### src/rtl/core/malu_pkg.sv
// ----------------------------------------------------------------------------
// malu_pkg
// shared types, constants and table functions of the angle lattice update
// ----------------------------------------------------------------------------
package malu_pkg;

  localparam int SIDE   = 64;
  localparam int COORD_W = $clog2(SIDE);
  localparam int ADDR_W  = 2 * COORD_W;
  localparam int DEPTH   = SIDE * SIDE;

  localparam logic [1:0] REG_COUPLING = 2'd0;
  localparam logic [1:0] REG_FIELD    = 2'd1;
  localparam logic [1:0] REG_INV_TEMP = 2'd2;

  localparam logic [15:0] COUPLING_RST = 16'd4096;
  localparam logic [15:0] FIELD_RST    = 16'd0;
  localparam logic [15:0] INV_TEMP_RST = 16'd512;

  localparam logic CMD_LOAD   = 1'b0;
  localparam logic CMD_UPDATE = 1'b1;

  localparam logic [2:0] RD_SITE  = 3'd0;
  localparam logic [2:0] RD_DOWN  = 3'd1;
  localparam logic [2:0] RD_UP    = 3'd2;
  localparam logic [2:0] RD_RIGHT = 3'd3;
  localparam logic [2:0] RD_LEFT  = 3'd4;

  localparam logic [3:0] OP_CS_NEW = 4'd8;
  localparam logic [3:0] OP_LAST   = 4'd9;

  localparam logic [16:0] LN2_INV = 17'd94548;

  typedef struct packed {
    logic       latch;
    logic       rd_en;
    logic [2:0] rd_sel;
    logic       cap_en;
    logic [2:0] cap_sel;
    logic       cos_en;
    logic [3:0] cos_idx;
    logic       sq_en;
    logic [3:0] sq_idx;
    logic       emul;
    logic       scale;
    logic       exp1;
    logic       exp2;
    logic       exp3;
    logic       exp4;
    logic       fin_upd;
    logic       fin_load;
  } malu_cmd_t;

  typedef struct packed {
    logic is_update;
    logic out_free;
  } malu_sts_t;

  function automatic logic [14:0] cos_tab(input logic [4:0] i);
    logic [14:0] v;
    case (i)
      5'd0:    v = 15'd16384;
      5'd1:    v = 15'd16305;
      5'd2:    v = 15'd16069;
      5'd3:    v = 15'd15679;
      5'd4:    v = 15'd15137;
      5'd5:    v = 15'd14449;
      5'd6:    v = 15'd13623;
      5'd7:    v = 15'd12665;
      5'd8:    v = 15'd11585;
      5'd9:    v = 15'd10394;
      5'd10:   v = 15'd9102;
      5'd11:   v = 15'd7723;
      5'd12:   v = 15'd6270;
      5'd13:   v = 15'd4756;
      5'd14:   v = 15'd3196;
      5'd15:   v = 15'd1606;
      default: v = 15'd0;
    endcase
    return v;
  endfunction

  function automatic logic [16:0] pow2_tab(input logic [4:0] i);
    logic [16:0] v;
    case (i)
      5'd0:    v = 17'd65536;
      5'd1:    v = 17'd62757;
      5'd2:    v = 17'd60097;
      5'd3:    v = 17'd57549;
      5'd4:    v = 17'd55109;
      5'd5:    v = 17'd52773;
      5'd6:    v = 17'd50535;
      5'd7:    v = 17'd48393;
      5'd8:    v = 17'd46341;
      5'd9:    v = 17'd44377;
      5'd10:   v = 17'd42495;
      5'd11:   v = 17'd40693;
      5'd12:   v = 17'd38968;
      5'd13:   v = 17'd37316;
      5'd14:   v = 17'd35734;
      5'd15:   v = 17'd34218;
      default: v = 17'd32768;
    endcase
    return v;
  endfunction

  function automatic logic [14:0] quarter_cos(input logic [14:0] r);
    logic [14:0] a;
    logic [14:0] b;
    logic [14:0] d;
    logic [25:0] prod;
    logic [14:0] v;
    a    = cos_tab(r[14:10]);
    b    = cos_tab(r[14:10] + 5'd1);
    d    = a - b;
    prod = {1'b0, d} * {15'd0, r[9:0]} + 26'd512;
    v    = a - prod[24:10];
    if (r[14]) begin
      v = 15'd0;
    end
    return v;
  endfunction

  function automatic logic signed [15:0] angle_cos(input logic [15:0] ang);
    logic [14:0] rr;
    logic [14:0] m;
    logic signed [15:0] v;
    rr = ang[14] ? (15'd16384 - {1'b0, ang[13:0]}) : {1'b0, ang[13:0]};
    m  = quarter_cos(rr);
    v  = (ang[15] ^ ang[14]) ? -$signed({1'b0, m}) : $signed({1'b0, m});
    return v;
  endfunction

endpackage

### src/rtl/core/malu_ctrl.sv
// ----------------------------------------------------------------------------
// malu_ctrl
// sequencer for load and metropolis update requests
// ----------------------------------------------------------------------------
module malu_ctrl (
  input  logic               clk_i,
  input  logic               rst_ni,
  input  logic               in_valid_i,
  output logic               in_stall_o,
  input  malu_pkg::malu_sts_t sts_i,
  output malu_pkg::malu_cmd_t cmd_o
);
  import malu_pkg::*;

  typedef enum logic [3:0] {
    ST_IDLE, ST_LOAD, ST_RD, ST_COS, ST_EMUL, ST_SCALE,
    ST_EXP1, ST_EXP2, ST_EXP3, ST_EXP4, ST_FIN
  } state_e;

  state_e     state_q, state_d;
  logic [3:0] cnt_q, cnt_d;

  assign in_stall_o = (state_q != ST_IDLE);

  always_comb begin
    state_d = state_q;
    cnt_d   = cnt_q;
    cmd_o   = '0;
    case (state_q)
      ST_IDLE: begin
        cmd_o.latch = in_valid_i;
        cnt_d       = 4'd0;
        if (in_valid_i) begin
          state_d = ST_LOAD;
        end
      end
      ST_LOAD: begin
        if (sts_i.is_update) begin
          state_d = ST_RD;
        end else if (sts_i.out_free) begin
          cmd_o.fin_load = 1'b1;
          state_d        = ST_IDLE;
        end
      end
      ST_RD: begin
        cmd_o.rd_en   = (cnt_q < 4'd5);
        cmd_o.rd_sel  = cnt_q[2:0];
        cmd_o.cap_en  = (cnt_q != 4'd0);
        cmd_o.cap_sel = cnt_q[2:0] - 3'd1;
        cnt_d         = cnt_q + 4'd1;
        if (cnt_q == 4'd5) begin
          cnt_d   = 4'd0;
          state_d = ST_COS;
        end
      end
      ST_COS: begin
        cmd_o.cos_en  = (cnt_q <= OP_LAST);
        cmd_o.cos_idx = cnt_q;
        cmd_o.sq_en   = (cnt_q != 4'd0);
        cmd_o.sq_idx  = cnt_q - 4'd1;
        cnt_d         = cnt_q + 4'd1;
        if (cnt_q == OP_LAST + 4'd1) begin
          cnt_d   = 4'd0;
          state_d = ST_EMUL;
        end
      end
      ST_EMUL: begin
        cmd_o.emul = 1'b1;
        state_d    = ST_SCALE;
      end
      ST_SCALE: begin
        cmd_o.scale = 1'b1;
        state_d     = ST_EXP1;
      end
      ST_EXP1: begin
        cmd_o.exp1 = 1'b1;
        state_d    = ST_EXP2;
      end
      ST_EXP2: begin
        cmd_o.exp2 = 1'b1;
        state_d    = ST_EXP3;
      end
      ST_EXP3: begin
        cmd_o.exp3 = 1'b1;
        state_d    = ST_EXP4;
      end
      ST_EXP4: begin
        cmd_o.exp4 = 1'b1;
        state_d    = ST_FIN;
      end
      ST_FIN: begin
        if (sts_i.out_free) begin
          cmd_o.fin_upd = 1'b1;
          state_d       = ST_IDLE;
        end
      end
      default: begin
        state_d = ST_IDLE;
      end
    endcase
  end

  always_ff @(posedge clk_i or negedge rst_ni) begin
    if (!rst_ni) begin
      state_q <= ST_IDLE;
      cnt_q   <= 4'd0;
    end else begin
      state_q <= state_d;
      cnt_q   <= cnt_d;
    end
  end

endmodule

### config.mk
export PLATFORM = sky130hd
export DESIGN_NAME = malu_ctrl
export DESIGN_NICKNAME = d
export VERILOG_FILES = /design/src/rtl/core/malu_pkg.sv /design/src/rtl/core/malu_ctrl.sv
export SDC_FILE = /design/constraint.sdc
export NUM_CORES = 1
export LEC_CHECK = 0
export BUFFER_PORTS_ARGS = -buffer_cell sky130_fd_sc_hd__buf_2
export CAP_MARGIN = 20
export CORE_MARGIN = 2
export CORE_UTILIZATION = 42
export DETAILED_ROUTE_END_ITERATION = 16
export PLACE_DENSITY = 0.75
export REMOVE_ABC_BUFFERS = 1
export SLEW_MARGIN = 0
export SYNTH_ARGS = -nofsm -noshare
export SYNTH_HDL_FRONTEND = slang
export SYNTH_SLANG_ARGS = --single-unit
### constraint.sdc
create_clock -name clk_i -period 1.4 [get_ports clk_i]
set_input_delay 0.07 -clock clk_i [delete_from_list [all_inputs] [get_ports clk_i]]
set_output_delay 0.07 -clock clk_i [all_outputs]
set_load 0.01 [all_outputs]
==> reports/metrics.cfg, run 1 <==
[detailed_routing]
drtIter0Drc = 20
wl_per_cell_um = 12.90
dr.pass1.iters = 4
routed-wl-met2_um = 1123
wl_met1_um = 1003
top_layer = met4
dr_total_vias = 935
routed_wl_um = 2297
dr_wl_met3_um = 140
drcViolationCount = 0
via_per_inst = 5.253
final_antenna_net_count = 0

[power_and_ir_drop]
ir_drop_mv = 1.840
clkPwrFrac = 0.050
p_sw_uw = 1698
intPower_uw = 1892
p_leak_uw = 0.0006411
switching_share = 0.4730
p_comb_frac = 0.799
powerDensity_nw_per_um2 = 2740
power_frac_seq = 0.152

[finish]
fin_nets = 164
syn_to_final_growth_pct = 72.49
final_core_util = 0.7670
stdcell_area_um2 = 1310
diodes = 0
fillers = 119
drive_gt1_frac = 0.6013

[clocking]
root_buffer = clkbuf_4
cts_sinks = 8
h-tree-depth = 1
cts_buffers = 3
cts_tree = built
path_clk_slew_ns = 0.05
clockBufferDepth = 2
insertion_delay_ns = 0.26

[synth]
synthCells = 99
syn_avg_cell_area_um2 = 7.671
yosysUniqueCellTypes = 35
netlist_area_um2 = 759.5
ys.warnings.count = 0
ys_seq_area_frac = 0.2636
ys_seq_elements = 8

[sta]
fin_setup_tns_ns = -0.2424
skew_ns = 0.002290
setup_viol = 15
finalWorstSetupSlack_ns = -0.03405
fin_crit_ns = 1.434
fmax_mhz = 697.3
slew_headroom = 0.8281
fin_crit_sh = 1.024
maxSlewViolCount = 0
tightestPinTransition_ns = 0.2543
grt_setup_unrepaired = yes
whs_ns = 0.1815
hold_violations = 0

[setup_path]
slowest_delay_ns = 0.47
path_max_fanout = 8
cpMaxStageDelayCell = dfrtp_2
path_class = reg -> out
worstPathArrival_ns = 1.36
required_ns = 1.33
crit_chain = nor2_4 > nand3_4 > a21oi_2 > buf_2
cp-start-kind = flip-flop
worstSetupEndpointType = output port

[die]
num_io_pins = 33
initial_core_util = 0.4447
die_area_um2 = 2165
die_h_um = 46.53
coreArea_um2 = 1708
die_w_um = 46.53
num_rows = 15

[global_routing]
grt_max_degree = 9
grt_util_all_layers = 0.2312
grt_pass1_wl_um = 3525
grt_pass1_vias = 791
grt-ovfl-total = 0
antenna_found_initial = 0

[status]
outcome = complete, but fails checks
violations = setup timing

[job]
max_cap_violations = 0

[place]
dpl_cell_area_um2 = 1011
gp_congestion = 0.8444
dp_slack_ns = 0.04993
portBuffers = 32
place_hpwl_um = 1606

[min_path]
hp-class = in -> async

==> synth_stat cells <==
master | count | area, um^2
dfrtp_1 | 8 | 200.2
nand4b_1 | 1 | 8.760
nand2_1 | 5 | 18.77
buf_2 | 3 | 15.01
nor2_4 | 1 | 11.26
o21ai_0 | 2 | 10.01
nor3_1 | 5 | 25.02
nand3b_1 | 2 | 15.01
buf_4 | 3 | 22.52
o2bb2ai_1 | 3 | 26.28
and2_1 | 2 | 12.51
nor3b_1 | 1 | 7.510
o21bai_1 | 2 | 15.01
o21ai_1 | 1 | 5.000
nand4_1 | 1 | 6.260
or2_1 | 1 | 6.260
a32o_1 | 1 | 10.01
inv_1 | 4 | 15.01
nand4bb_1 | 1 | 11.26
ha_1 | 4 | 50.05
o31a_1 | 1 | 8.760
nor4b_1 | 1 | 8.760
xnor2_1 | 2 | 17.52
nor4b_2 | 1 | 15.01
a21o_1 | 1 | 7.510
nor2b_1 | 3 | 18.77
nor2_1 | 19 | 71.32
nand3_1 | 3 | 15.01
or3_1 | 2 | 12.51
and3_1 | 3 | 18.77
a21oi_1 | 6 | 30.03
o32ai_1 | 1 | 8.760
nand2b_1 | 3 | 18.77
nor2_2 | 1 | 6.260
mux2i_1 | 1 | 10.01
==> layer usage <==
| metal | vias up | GRT usage |
|---|---|---|
| met2 | 39 | 0.3944 |
| met4 | 0 | 0.06857 |
| met5 | - | 0 |
| li1 | 456 | - |
| met3 | 4 | 0.04706 |
| met1 | 436 | 0.2894 |
==> metrics by stage <==
stage / std cells / power (uW)
2_1_floorplan: 93 / 1715
3_3_place_gp: 163 / 2575
3_5_place_dp: 163 / 2611
4_1_cts: 176 / 3305
5_1_grt: 178 / 3872
6_report: 178 / 3590
==> registers in the layout (all words and copies together) (netlist names) <==
| name | cells |
|---|---|
| state_q | 4 |
| cnt_q | 4 |
==> critical path, delay by kind of cell (launching register included) <==
kind / cells / cell delay [ns]
flip-flops: 1 / 0.47
buffers and inverters: 1 / 0.13
AO/OA/AOI/OAI: 1 / 0.13
AND/OR/NAND/NOR: 2 / 0.37
==> logic make-up after synthesis <==
| logic type | share of synthesized area |
|---|---|
| simple gates | 0.4053 |
| compound gates | 0.1598 |
| buf+inv | 0.06918 |
| flops | 0.2636 |
| fa+ha+maj | 0.06590 |
| xor+xnor | 0.02307 |
| mux | 0.01318 |
==> worst paths after layout <==
path	startpoint	end	slack (ns)	cells past startpoint
worst max-delay path	state_q[3]	cmd_o[17]	-0.03	4
worst min-delay path	rst_ni	cnt_q[1]	0.18	2
worst max register to register	state_q[3]	cnt_q[0]	-0.03	6
worst min register to register	cnt_q[0]	cnt_q[0]	0.69	2
max in group asynchronous	rst_ni	state_q[3]	1.03	2
min in group clk_i	in_valid_i	state_q[0]	0.22	3
==> power by group through the flow <==
stage                     combinational [uW]  clock [uW]  sequential, uW
after floorplan                         1180           0             537
after global placement                  2060           0             517
after detailed placement                2090           0             525
after CTS                               2600         186             523
after global routing                    3120         194             561
final                                   2870         178             545
==> area by class of cell <==
| cell class | instances | area, um^2 | share of cell area |
|---|---|---|---|
| clock buffers | 3 | 22.52 | 0.01719 |
| inverters | 4 | 15.01 | 0.01146 |
| multi-input cells | 81 | 643.1 | 0.4909 |
| flip-flops and latches | 8 | 206.4 | 0.1576 |
| well taps | 25 | 31.28 | 0.02388 |
| repair buffers | 57 | 391.6 | 0.2989 |
==> cells in the final DEF (no fill, tap or decap), types with 2 or more instances in the layout <==
master / netlist / routed
a21oi_1: 6 / 5
and2_1: 2 / 2
and3_4: 0 / 3
buf_2: 3 / 29
buf_4: 3 / 18
buf_6: 0 / 9
clkbuf_4: 0 / 3
dfrtp_1: 8 / 3
dfrtp_2: 0 / 5
ha_1: 4 / 3
inv_1: 4 / 2
inv_2: 0 / 2
nand2_1: 5 / 3
nand3_1: 3 / 2
nand3b_1: 2 / 2
nor2_1: 19 / 14
nor2_2: 1 / 5
nor2_4: 1 / 2
nor2b_1: 3 / 2
nor3_2: 0 / 3
o21ai_0: 2 / 2
o21bai_1: 2 / 2
o2bb2ai_1: 3 / 3
or3_1: 2 / 2
==> repair_timing <==
action	4_1_cts	5_1_grt
hold endpoints to repair	8	0
pin swaps	9	7
resized for setup	25	21
hold buffers	1	0
setup endpoints to repair	24	26
setup buffers	9	3
Power figures use the tool's default switching activity.
==> run 2: changes to the inputs <==
Settings changed: ABC_AREA from default to 1, CORE_UTILIZATION 42 to 41, PLACE_DENSITY 0.75 to 0.74.
==> run 2 against run 1 <==
The run still ends with setup timing left. Clock skew grew 0.0076 ns. Synthesized cell count grew 17%. Design area grew 1.2%. Largest cell class unchanged. Largest power group unchanged.
==> reports/metrics.cfg, run 2 <==
[finish]
fin_nets = 178
fillers = 117
syn_to_final_growth_pct = 79.66
drive_gt1_frac = 0.6467
final_common_cell = buf_2
diodes = 0
final_cell_mix = buf_2 (29), nor2_1 (17), inv_2 (13)
largestRegisters = cnt_q: 4 flops, state_q: 4 flops

[clocking]
cts_buffers = 3
cts_tree = built
insertion_delay_ns = 0.27
clockBufferDepth = 2
cts_sinks = 8
root_buffer = clkbuf_4
h-tree-depth = 1
path_clk_slew_ns = 0.06

[setup_path]
required_ns = 1.33
cp-start-kind = flip-flop
path_class = reg -> out
path_max_fanout = 3
worstSetupEndpointType = output port
worstPathArrival_ns = 1.42

[synth]
synth_fa_ha_area_frac = 0.06780
netlist_area_um2 = 738.2
synthArstFlopShare = 1.000
synth_edf_count = 0
yosysUniqueCellTypes = 23
synthTopCellsByArea = dfrtp_1 (27%), nor2_1 (14%), nand3_1 (7.5%), ha_1 (6.8%), inv_1 (6.1%)
ys_top_cells_by_count = nor2_1 (27), inv_1 (12), nand3_1 (11)
synth_compound_area_frac = 0.1085
syn_avg_cell_area_um2 = 6.364
netlist.area_leader.share = 0.2712
synth_top_cell_by_area = dfrtp_1
synth_top_family_by_area = simple AND/OR/NAND/NOR gates
ys_seq_area_frac = 0.2712
ys_seq_elements = 8
ys.warnings.count = 0
synth-main-ff-cell = dfrtp_1
synth-simple-area-share = 0.4034
synthMuxAreaShare = 0
synth.most_common_cell = nor2_1
synthCells = 116
synth-xor-area-share = 0.02373

[detailed_routing]
top_layer = met4
routed-wl-met2_um = 1344
dr.pass1.iters = 4
drcViolationCount = 0
routed_wl_um = 2502
final_antenna_net_count = 0
wl_per_cell_um = 13.03
dr_total_vias = 967
wl_met1_um = 928
via_per_inst = 5.036
drtIter0Drc = 32
dr_wl_met3_um = 146

[status]
violations = setup timing
outcome = complete, but fails checks

[sta]
skew_ns = 0.009889
slew_headroom = 0.8387
finalWorstSetupSlack_ns = -0.08852
setup_viol = 12
maxSlewViolCount = 0
whs_ns = 0.1543
tightestPinTransition_ns = 0.2419
fin_crit_ns = 1.489
grt_setup_unrepaired = yes
fmax_mhz = 671.8
fin_crit_sh = 1.063
hold_violations = 0
fin_setup_tns_ns = -0.3551

[place]
place_hpwl_um = 1578
portBuffers = 32
gp_congestion = 0.8794
dp_slack_ns = 0.05637

[global_routing]
grt_pass1_wl_um = 3498
antenna_found_initial = 0
grt_util_all_layers = 0.2323
grt-ovfl-total = 0
grt_max_degree = 10
grt_pass1_vias = 847

[die]
initial_core_util = 0.4322
die_area_um2 = 2156
die_h_um = 46.43
num_io_pins = 33
coreArea_um2 = 1708
die_w_um = 46.43
num_rows = 15

[job]
max_cap_violations = 0

[power_and_ir_drop]
ir_drop_mv = 1.728
p_leak_uw = 0.0006774
p_total_uw = 3298
powerDensity_nw_per_um2 = 2487

[min_path]
hp-class = in -> async

==> run 2: cell families (layout without fill, tap and decap cells) <==
group                    after synthesis  count (layout)
AO/OA/AOI/OAI                         14              14
XOR/XNOR                               2               2
adder cells (fa/ha/maj)                4               4
buffers and inverters                 24              75
flip-flops                             8               8
AND/OR/NAND/NOR                       64              64
==> run 2: per-layer routing <==
metal / track usage / vias up
met5: 0 / -
li1: - / 471
met1: 0.2506 / 447
met2: 0.4194 / 40
met3: 0.03529 / 9
met4: 0.1371 / 0
==> run 2: cell type report <==
type,count,area [um^2],share of cell area
flip-flops and latches,8,207.7,0.1566
multi-input cells,84,638.1,0.4811
repair buffers,50,335.3,0.2528
inverters,22,91.34,0.06887
clock buffers,3,22.52,0.01698
well taps,25,31.28,0.02358
==> run 2: worst max-delay path, cell delays in order (launching register included) <==
cell	delay, ns
dfrtp_1	0.42
inv_2	0.12
ha_4	0.18
nand2_4	0.07
inv_2	0.07
nor2_4	0.04
nor2_1	0.10
buf_2	0.14
==> run 2: report_power, final <==
part	switching [uW]	internal [uW]	leakage (uW)
registers	127	333	0.0000964
logic	1530	1110	0.000567
clock network	90.5	98.9	0.0000138
==> run 2: final timing paths <==
path / startpoint / endpoint / slack (ns) / cells after the start
worst max-delay path: cnt_q[0] / cmd_o[20] / -0.09 / 7
worst min-delay path: rst_ni / cnt_q[1] / 0.15 / 2
worst max register to register: cnt_q[0] / state_q[2] / 0.01 / 7
worst min register to register: state_q[1] / state_q[3] / 0.69 / 3
max in group asynchronous: rst_ni / state_q[2] / 1.06 / 2
min in group clk_i: sts_i[0] / state_q[3] / 0.16 / 4
==> run 2: through the flow <==
stage	instances	util	cell area (um^2)
floorplan	114	-	728.2
global placement	175	0.5560	949.7
detailed placement	175	0.5560	949.7
CTS	188	0.6425	1097
global route	192	0.7766	1326
finish	192	0.7766	1326
==> run 2: timing repair <==
item,4_1_cts,5_1_grt
endpoints found under the hold margin,8,0
resized for setup,19,47
setup endpoints to repair,21,32
pin swaps,4,12
buffers inserted,9,4
hold buffers,1,0
